--- src/tsb_pkg.sv ---
package tsb_pkg;

  localparam int TEXEL_COUNT = 65536;
  localparam int ADDR_W      = $clog2(TEXEL_COUNT);

  localparam int SIZE_W      = 9;
  localparam int COORD_W     = 16;
  localparam int FRAC_W      = 16;
  localparam int POS_W       = COORD_W + SIZE_W;
  localparam int IDX_W       = 2 * SIZE_W;
  localparam int CHAN_W      = 8;
  localparam int TEXEL_W     = 3 * CHAN_W;
  localparam int LUM_W       = 16;
  localparam int LEVEL_W     = LUM_W - 1;
  localparam int BLEND_W     = FRAC_W + 1;
  localparam int HSUM_W      = FRAC_W + CHAN_W;
  localparam int VSUM_W      = 2 * FRAC_W + CHAN_W;
  localparam int PROD_W      = VSUM_W + LEVEL_W;
  localparam int OUT_SHIFT   = 2 * FRAC_W + 12;
  localparam int CLAMP_W     = PROD_W - OUT_SHIFT;
  localparam int CHAN_MAX    = 255;
  localparam int LUM_ONE     = 4096;

  localparam int CFG_INDEX_W = 3;
  localparam int CFG_DATA_W  = SIZE_W;

  localparam int CORNER_TL   = 0;
  localparam int CORNER_TR   = 1;
  localparam int CORNER_BL   = 2;
  localparam int CORNER_BR   = 3;

  typedef enum logic {
    OP_WRITE  = 1'b0,
    OP_SAMPLE = 1'b1
  } op_t;

  typedef enum logic [CFG_INDEX_W-1:0] {
    REG_FILTER_MODE    = 3'd0,
    REG_TEXTURE_WIDTH  = 3'd1,
    REG_TEXTURE_HEIGHT = 3'd2,
    REG_ATLAS_ENABLE   = 3'd3,
    REG_TILE_SIZE      = 3'd4
  } cfg_reg_t;

  typedef struct packed {
    logic              filter_mode;
    logic [SIZE_W-1:0] texture_width;
    logic [SIZE_W-1:0] texture_height;
    logic              atlas_enable;
    logic [SIZE_W-1:0] tile_size;
  } cfg_t;

  typedef struct packed {
    op_t                      op;
    logic [15:0]              texel_address;
    logic [TEXEL_W-1:0]       texel_rgb;
    logic [COORD_W-1:0]       coord_u;
    logic [COORD_W-1:0]       coord_v;
    logic signed [LUM_W-1:0]  brightness;
  } in_item_t;

  typedef struct packed {
    op_t                        op;
    logic [3:0][ADDR_W-1:0]     addr;
    logic [TEXEL_W-1:0]         texel_rgb;
    logic [FRAC_W-1:0]          frac_u;
    logic [FRAC_W-1:0]          frac_v;
    logic [LEVEL_W-1:0]         level;
  } fetch_item_t;

endpackage

--- src/tsb_addr.sv ---
module tsb_addr import tsb_pkg::*; (
  input  logic        clk,
  input  logic        rst,
  input  cfg_t        cfg,
  input  logic        in_valid,
  output logic        in_ready,
  input  in_item_t    in_item,
  output logic        out_valid,
  input  logic        out_ready,
  output fetch_item_t out_item
);

  function automatic logic [SIZE_W-1:0] size_or_one(input logic [SIZE_W-1:0] s);
    size_or_one = (s == '0) ? SIZE_W'(1) : s;
  endfunction

  // one restoring step of pos mod t
  function automatic logic [SIZE_W-1:0] rem_step(input logic [SIZE_W-1:0] r,
                                                 input logic b,
                                                 input logic [SIZE_W-1:0] t);
    logic [SIZE_W:0] s;
    s = {r, b};
    if (s >= {1'b0, t}) begin
      rem_step = SIZE_W'(s - {1'b0, t});
    end else begin
      rem_step = s[SIZE_W-1:0];
    end
  endfunction

  // next column or row, wrapped in the tile and then in the texture
  function automatic logic [SIZE_W-1:0] next_pos(input logic [SIZE_W-1:0] pos,
                                                 input logic [SIZE_W-1:0] rem,
                                                 input logic [SIZE_W-1:0] t,
                                                 input logic atlas,
                                                 input logic [SIZE_W-1:0] size);
    logic [SIZE_W-1:0] n;
    if (atlas && rem == t - SIZE_W'(1)) begin
      n = pos - rem;
    end else begin
      n = pos + SIZE_W'(1);
    end
    if (n == size) begin
      n = '0;
    end
    next_pos = n;
  endfunction

  logic [SIZE_W-1:0] w_eff, h_eff, t_eff;

  assign w_eff = size_or_one(cfg.texture_width);
  assign h_eff = size_or_one(cfg.texture_height);
  assign t_eff = size_or_one(cfg.tile_size);

  logic en1, en2, en3, en4, en5, en6;
  logic v1, v2, v3, v4, v5, v6;

  // stage 1: scale coordinates
  op_t                     op1;
  logic [15:0]             taddr1;
  logic [TEXEL_W-1:0]      rgb1;
  logic signed [LUM_W-1:0] lum1;
  logic [POS_W-1:0]        tx1, ty1;

  // stages 2..4: tile remainder, three bits per stage
  op_t                op2, op3, op4;
  logic [15:0]        taddr2, taddr3, taddr4;
  logic [TEXEL_W-1:0] rgb2, rgb3, rgb4;
  logic [LEVEL_W-1:0] lvl2, lvl3, lvl4;
  logic [FRAC_W-1:0]  fu2, fu3, fu4, fv2, fv3, fv4;
  logic [SIZE_W-1:0]  left2, left3, left4, top2, top3, top4;
  logic [SIZE_W-1:0]  reml2, reml3, reml4, remt2, remt3, remt4;

  // stage 5: neighbors
  op_t                op5;
  logic [15:0]        taddr5;
  logic [TEXEL_W-1:0] rgb5;
  logic [LEVEL_W-1:0] lvl5;
  logic [FRAC_W-1:0]  fu5, fv5;
  logic [SIZE_W-1:0]  left5, top5, right5, bottom5;

  // stage 6: texel indexes
  fetch_item_t item6;

  assign en6 = !v6 || out_ready;
  assign en5 = !v5 || en6;
  assign en4 = !v4 || en5;
  assign en3 = !v3 || en4;
  assign en2 = !v2 || en3;
  assign en1 = !v1 || en2;
  assign in_ready = en1;

  always_ff @(posedge clk) begin
    if (rst) begin
      v1 <= 1'b0;
      v2 <= 1'b0;
      v3 <= 1'b0;
      v4 <= 1'b0;
      v5 <= 1'b0;
      v6 <= 1'b0;
    end else begin
      if (en1) v1 <= in_valid;
      if (en2) v2 <= v1;
      if (en3) v3 <= v2;
      if (en4) v4 <= v3;
      if (en5) v5 <= v4;
      if (en6) v6 <= v5;
    end
  end

  logic [LEVEL_W-1:0] lvl1_eff;
  logic [SIZE_W-1:0]  left1, top1;
  logic [SIZE_W-1:0]  reml1_s, remt1_s, reml3_s, remt3_s, reml4_s, remt4_s;
  logic [IDX_W-1:0]   topw5, botw5;

  always_comb begin
    if (cfg.filter_mode) begin
      lvl1_eff = (lum1 > 0) ? lum1[LEVEL_W-1:0] : '0;
    end else begin
      lvl1_eff = (lum1 > LUM_W'(LUM_ONE)) ? lum1[LEVEL_W-1:0] : LEVEL_W'(LUM_ONE);
    end
    left1   = tx1[POS_W-1:FRAC_W];
    top1    = ty1[POS_W-1:FRAC_W];
    reml1_s = rem_step(rem_step(rem_step('0, left1[8], t_eff), left1[7], t_eff),
                       left1[6], t_eff);
    remt1_s = rem_step(rem_step(rem_step('0, top1[8], t_eff), top1[7], t_eff),
                       top1[6], t_eff);
    reml3_s = rem_step(rem_step(rem_step(reml2, left2[5], t_eff), left2[4], t_eff),
                       left2[3], t_eff);
    remt3_s = rem_step(rem_step(rem_step(remt2, top2[5], t_eff), top2[4], t_eff),
                       top2[3], t_eff);
    reml4_s = rem_step(rem_step(rem_step(reml3, left3[2], t_eff), left3[1], t_eff),
                       left3[0], t_eff);
    remt4_s = rem_step(rem_step(rem_step(remt3, top3[2], t_eff), top3[1], t_eff),
                       top3[0], t_eff);
    topw5   = IDX_W'(top5) * IDX_W'(w_eff);
    botw5   = IDX_W'(bottom5) * IDX_W'(w_eff);
  end

  always_ff @(posedge clk) begin
    if (en1) begin
      op1    <= in_item.op;
      taddr1 <= in_item.texel_address;
      rgb1   <= in_item.texel_rgb;
      lum1   <= in_item.brightness;
      tx1    <= POS_W'(in_item.coord_u) * POS_W'(w_eff);
      ty1    <= POS_W'(in_item.coord_v) * POS_W'(h_eff);
    end
    if (en2) begin
      op2    <= op1;
      taddr2 <= taddr1;
      rgb2   <= rgb1;
      lvl2   <= lvl1_eff;
      // nearest reads the top-left texel at full weight
      fu2    <= cfg.filter_mode ? tx1[FRAC_W-1:0] : '0;
      fv2    <= cfg.filter_mode ? ty1[FRAC_W-1:0] : '0;
      left2  <= left1;
      top2   <= top1;
      reml2  <= reml1_s;
      remt2  <= remt1_s;
    end
    if (en3) begin
      op3    <= op2;
      taddr3 <= taddr2;
      rgb3   <= rgb2;
      lvl3   <= lvl2;
      fu3    <= fu2;
      fv3    <= fv2;
      left3  <= left2;
      top3   <= top2;
      reml3  <= reml3_s;
      remt3  <= remt3_s;
    end
    if (en4) begin
      op4    <= op3;
      taddr4 <= taddr3;
      rgb4   <= rgb3;
      lvl4   <= lvl3;
      fu4    <= fu3;
      fv4    <= fv3;
      left4  <= left3;
      top4   <= top3;
      reml4  <= reml4_s;
      remt4  <= remt4_s;
    end
    if (en5) begin
      op5     <= op4;
      taddr5  <= taddr4;
      rgb5    <= rgb4;
      lvl5    <= lvl4;
      fu5     <= fu4;
      fv5     <= fv4;
      left5   <= left4;
      top5    <= top4;
      // nearest touches only the top-left texel, so park every corner on it
      right5  <= cfg.filter_mode ? next_pos(left4, reml4, t_eff, cfg.atlas_enable, w_eff)
                                 : left4;
      bottom5 <= cfg.filter_mode ? next_pos(top4, remt4, t_eff, cfg.atlas_enable, h_eff)
                                 : top4;
    end
    if (en6) begin
      item6.op        <= op5;
      item6.texel_rgb <= rgb5;
      item6.frac_u    <= fu5;
      item6.frac_v    <= fv5;
      item6.level     <= lvl5;
      if (op5 == OP_WRITE) begin
        item6.addr[CORNER_TL] <= taddr5[ADDR_W-1:0];
      end else begin
        item6.addr[CORNER_TL] <= ADDR_W'(topw5 + IDX_W'(left5));
      end
      item6.addr[CORNER_TR] <= ADDR_W'(topw5 + IDX_W'(right5));
      item6.addr[CORNER_BL] <= ADDR_W'(botw5 + IDX_W'(left5));
      item6.addr[CORNER_BR] <= ADDR_W'(botw5 + IDX_W'(right5));
    end
  end

  assign out_valid = v6;
  assign out_item  = item6;

endmodule

--- config.mk ---
export PLATFORM = sky130hd
export DESIGN_NAME = tsb_addr
export DESIGN_NICKNAME = d
export VERILOG_FILES = /design/src/tsb_pkg.sv /design/src/tsb_addr.sv
export SDC_FILE = /design/constraint.sdc
export NUM_CORES = 2
export LEC_CHECK = 0
export BUFFER_PORTS_ARGS = -buffer_cell sky130_fd_sc_hd__buf_2
export CORE_ASPECT_RATIO = 1.75
export CORE_MARGIN = 5
export CORE_UTILIZATION = 51
export CTS_BUF_LIST = sky130_fd_sc_hd__clkbuf_4 sky130_fd_sc_hd__clkbuf_8 sky130_fd_sc_hd__clkbuf_16
export DETAILED_ROUTE_END_ITERATION = 6
export PLACE_DENSITY = 0.65
export SYNTH_ARGS = -nofsm -noshare
export SYNTH_HDL_FRONTEND = slang
export SYNTH_SLANG_ARGS = --single-unit
export TNS_END_PERCENT = 20
--- constraint.sdc ---
create_clock -name clk -period 10.25 [get_ports clk]
set_input_delay 1.5375 -clock clk [delete_from_list [all_inputs] [get_ports clk]]
set_output_delay 1.5375 -clock clk [all_outputs]
set_load 0.02 [all_outputs]
==> results.json <==
{
  "dpl.hpwl_um": 83500,
  "final_nets": 5014,
  "fin_skew_ps": 46.9,
  "clockBufferDepth": 3,
  "slew_headroom_pct": 23.9,
  "min_path_cells": 0,
  "first_pass_iters": 5,
  "crit_path_max_fanout": 11,
  "drv_slew": 0,
  "path_class": "primary input to flop",
  "synth_top_cell_area_share_pct": 46.6,
  "rr_endpoint": "remt4[5]",
  "tightest_slew_ps": 1140,
  "fin_crit_sh_pct": 87.6,
  "grt_max_degree": 109,
  "status": "finished clean",
  "crit_top_cell": "a21oi_1",
  "cts_resized": 0,
  "yosysUniqueCellTypes": 80,
  "ff2ff_setup_slack_ps": 2670,
  "cp-start-kind": "primary input",
  "synth_top_cells_by_area": "edfxtp_1, fa_1, ha_1, inv_1, xnor2_1",
  "drc_errors": 0,
  "fin_setup_tns_ps": 0,
  "synth_area_leader_cell": "edfxtp_1",
  "synth_edf_count": 739,
  "final_cell_area_mm2": 0.0529,
  "grt_overflow": 0,
  "drt-wirelength-per-cell_um": 19.9,
  "cap_violations": 0,
  "grt_usage_pct": 21.9,
  "setup_viol": 0,
  "die_h_um": 414,
  "cts-root-buf": "clkbuf_16",
  "synthFlopType": "edfxtp_1",
  "postSynthAreaPerCell_um2": 12.0,
  "coreArea_mm2": 0.0930,
  "port_buffers": 259,
  "ios": 260,
  "start_util_pct": 51.3,
  "postRouteWirelength_um": 109000,
  "synth.cell_area_mm2": 0.0477,
  "cp_data_arrival_time_ps": 9380,
  "ys_warn_count": 0,
  "seq_area_frac_synth_pct": 46.8,
  "drtIter0Drc": 1557,
  "via_count": 30240,
  "crit_path_end_kind": "flop",
  "async_flop_share_pct": 0,
  "max_stage_delay_ps": 750,
  "crit_slowest_cell": "a2111oi_0",
  "die_w_um": 241,
  "hold_slack_ps": 393,
  "synthTopCellsByCount": "edfxtp_1, inv_1, nand2_1",
  "rows": 148,
  "ant_nets": 0,
  "hold_path_class": "flop to flop",
  "crit_start": "cfg[5]",
  "rsz0062_at_grt": "no",
  "critPathTopFamily": "compound AO/OA/AOI/OAI gates",
  "hold_buffers": 0,
  "vias_per_cell": 5.51,
  "grt_pass1_vias": 31606,
  "reg2regPathDepth": 27,
  "area_growth_pct": 11.0,
  "crit_buf_inv": 5,
  "crit_path_end": "remt4[5]",
  "synth_nets": 4761,
  "grt_pass1_wl_um": 171000,
  "place.gp.congestion": 0.903,
  "postCtsSetupBuffers": 0,
  "cp.depth": 31,
  "numCtsBuffers": 71,
  "period_needed_ps": 8980,
  "synth_most_common_cell": "edfxtp_1",
  "rr_startpoint": "top3[2]",
  "clk_latency_ps": 680,
  "antenna_found_initial": 16,
  "ys_ff_latch": 745,
  "clock_sinks": 745,
  "htreeDepth": 3,
  "clk_pin_slew_ps": 60,
  "nFillCells": 7812,
  "place_area_mm2": 0.0503,
  "timing.fmax_ghz": 0.111,
  "postSynthCellCount": 3968,
  "worstPathRequired_ps": 10640,
  "drive_gt1_share_pct": 13.3,
  "timing.final.hold_violations": 0,
  "cts_tree": "built",
  "die_area_mm2": 0.0999
}
==> stage by stage <==
step	worst slack, ps	std cells	util, %
5_1_grt	655	5481	56.9
4_1_cts	1310	5479	56.9
3_3_place_gp	764	5348	54.2
3_5_place_dp	639	5348	54.2
6_report	1270	5485	56.9
2_1_floorplan	1290	3968	-
==> layout make-up <==
cell class	count	area, um2	area share, %
Clock buffer	81	1850	3.50
Timing Repair Buffer	298	1600	3.03
Antenna cell	6	15.0	0.0284
Clock inverter	50	694	1.31
Tap cell	1200	1500	2.84
Multi-Input combinational cell	2633	23100	43.8
Sequential cell	745	22300	42.2
Inverter	472	1780	3.37
==> placed cells by master, fill, tap and decap left out, drive strengths merged, types with 7 or more instances in the layout <==
cell type  Yosys  final
o31a          14     14
nor3          48     48
clkbuf        91     81
ha           353    353
bufinv         0     10
nor2b         46     46
mux2         105    105
and2         195    195
xnor2        169    169
nand2        392    392
a21boi         7      7
o21bai        24     24
a31o           7      7
or3           22     22
o21a          29     29
or2           12     12
a21oi        179    179
nand2b        20     20
a211oi        20     20
mux2i         24     24
a21o          64     64
nand3         36     36
buf           27    298
o2111ai        8      8
nand4         36     36
o31ai          7      7
a2111oi       10     10
and3          17     17
a31oi          7      7
o211ai        15     15
inv          472    474
edfxtp       739    739
o41ai          8      8
or4            9      9
nor4          14     14
o21ai         94     94
nor2         176    176
fa           318    318
xor2          93     93
clkinv         0     35
==> flip-flops by register name, summed over array words and instances, names as in the netlist, 24 cells and up <==
signal,count
rgb1,24
tx1,25
rgb3,24
rgb4,24
rgb5,24
rgb2,24
out_item,136
ty1,25
==> per-layer routing <==
| layer | part of all wire, % | routed length [um] | global-route usage, % |
|---|---|---|---|
| met3 | 5.4 | 5900 | 3.88 |
| met1 | 37 | 40300 | 24.8 |
| met2 | 52 | 56600 | 39.1 |
| met4 | 5.9 | 6440 | 11.5 |
| met5 | 0.12 | 128 | 0 |
==> cell families (layout without fill, tap and decap cells) <==
kind of cell             after synthesis  in the layout  share of synthesized area [%]
AND/OR/NAND/NOR                     1042           1042                           10.7
flip-flops                           745            745                           46.8
adder cells (fa/ha/maj)              672            672                           22.6
buffers and inverters                590            901                           4.68
AO/OA/AOI/OAI                        524            524                           7.16
XOR/XNOR                             266            266                           5.00
multiplexers                         129            129                           2.98
other                                  0              6                              0
==> worst min path at each step <==
stage | slack, ps | start | end
finish | 390 | fu5[12] | out_item[43]
global route | 400 | fu5[12] | out_item[43]
detailed placement | 400 | fu2[14] | fu3[14]
floorplan | 400 | fu2[0] | fu3[0]
CTS | 390 | fu5[12] | out_item[43]
global placement | 400 | rgb2[17] | rgb3[17]
Power is not shown: default switching activity piles up to over one toggle a cycle in this logic, so the estimate is an artifact.
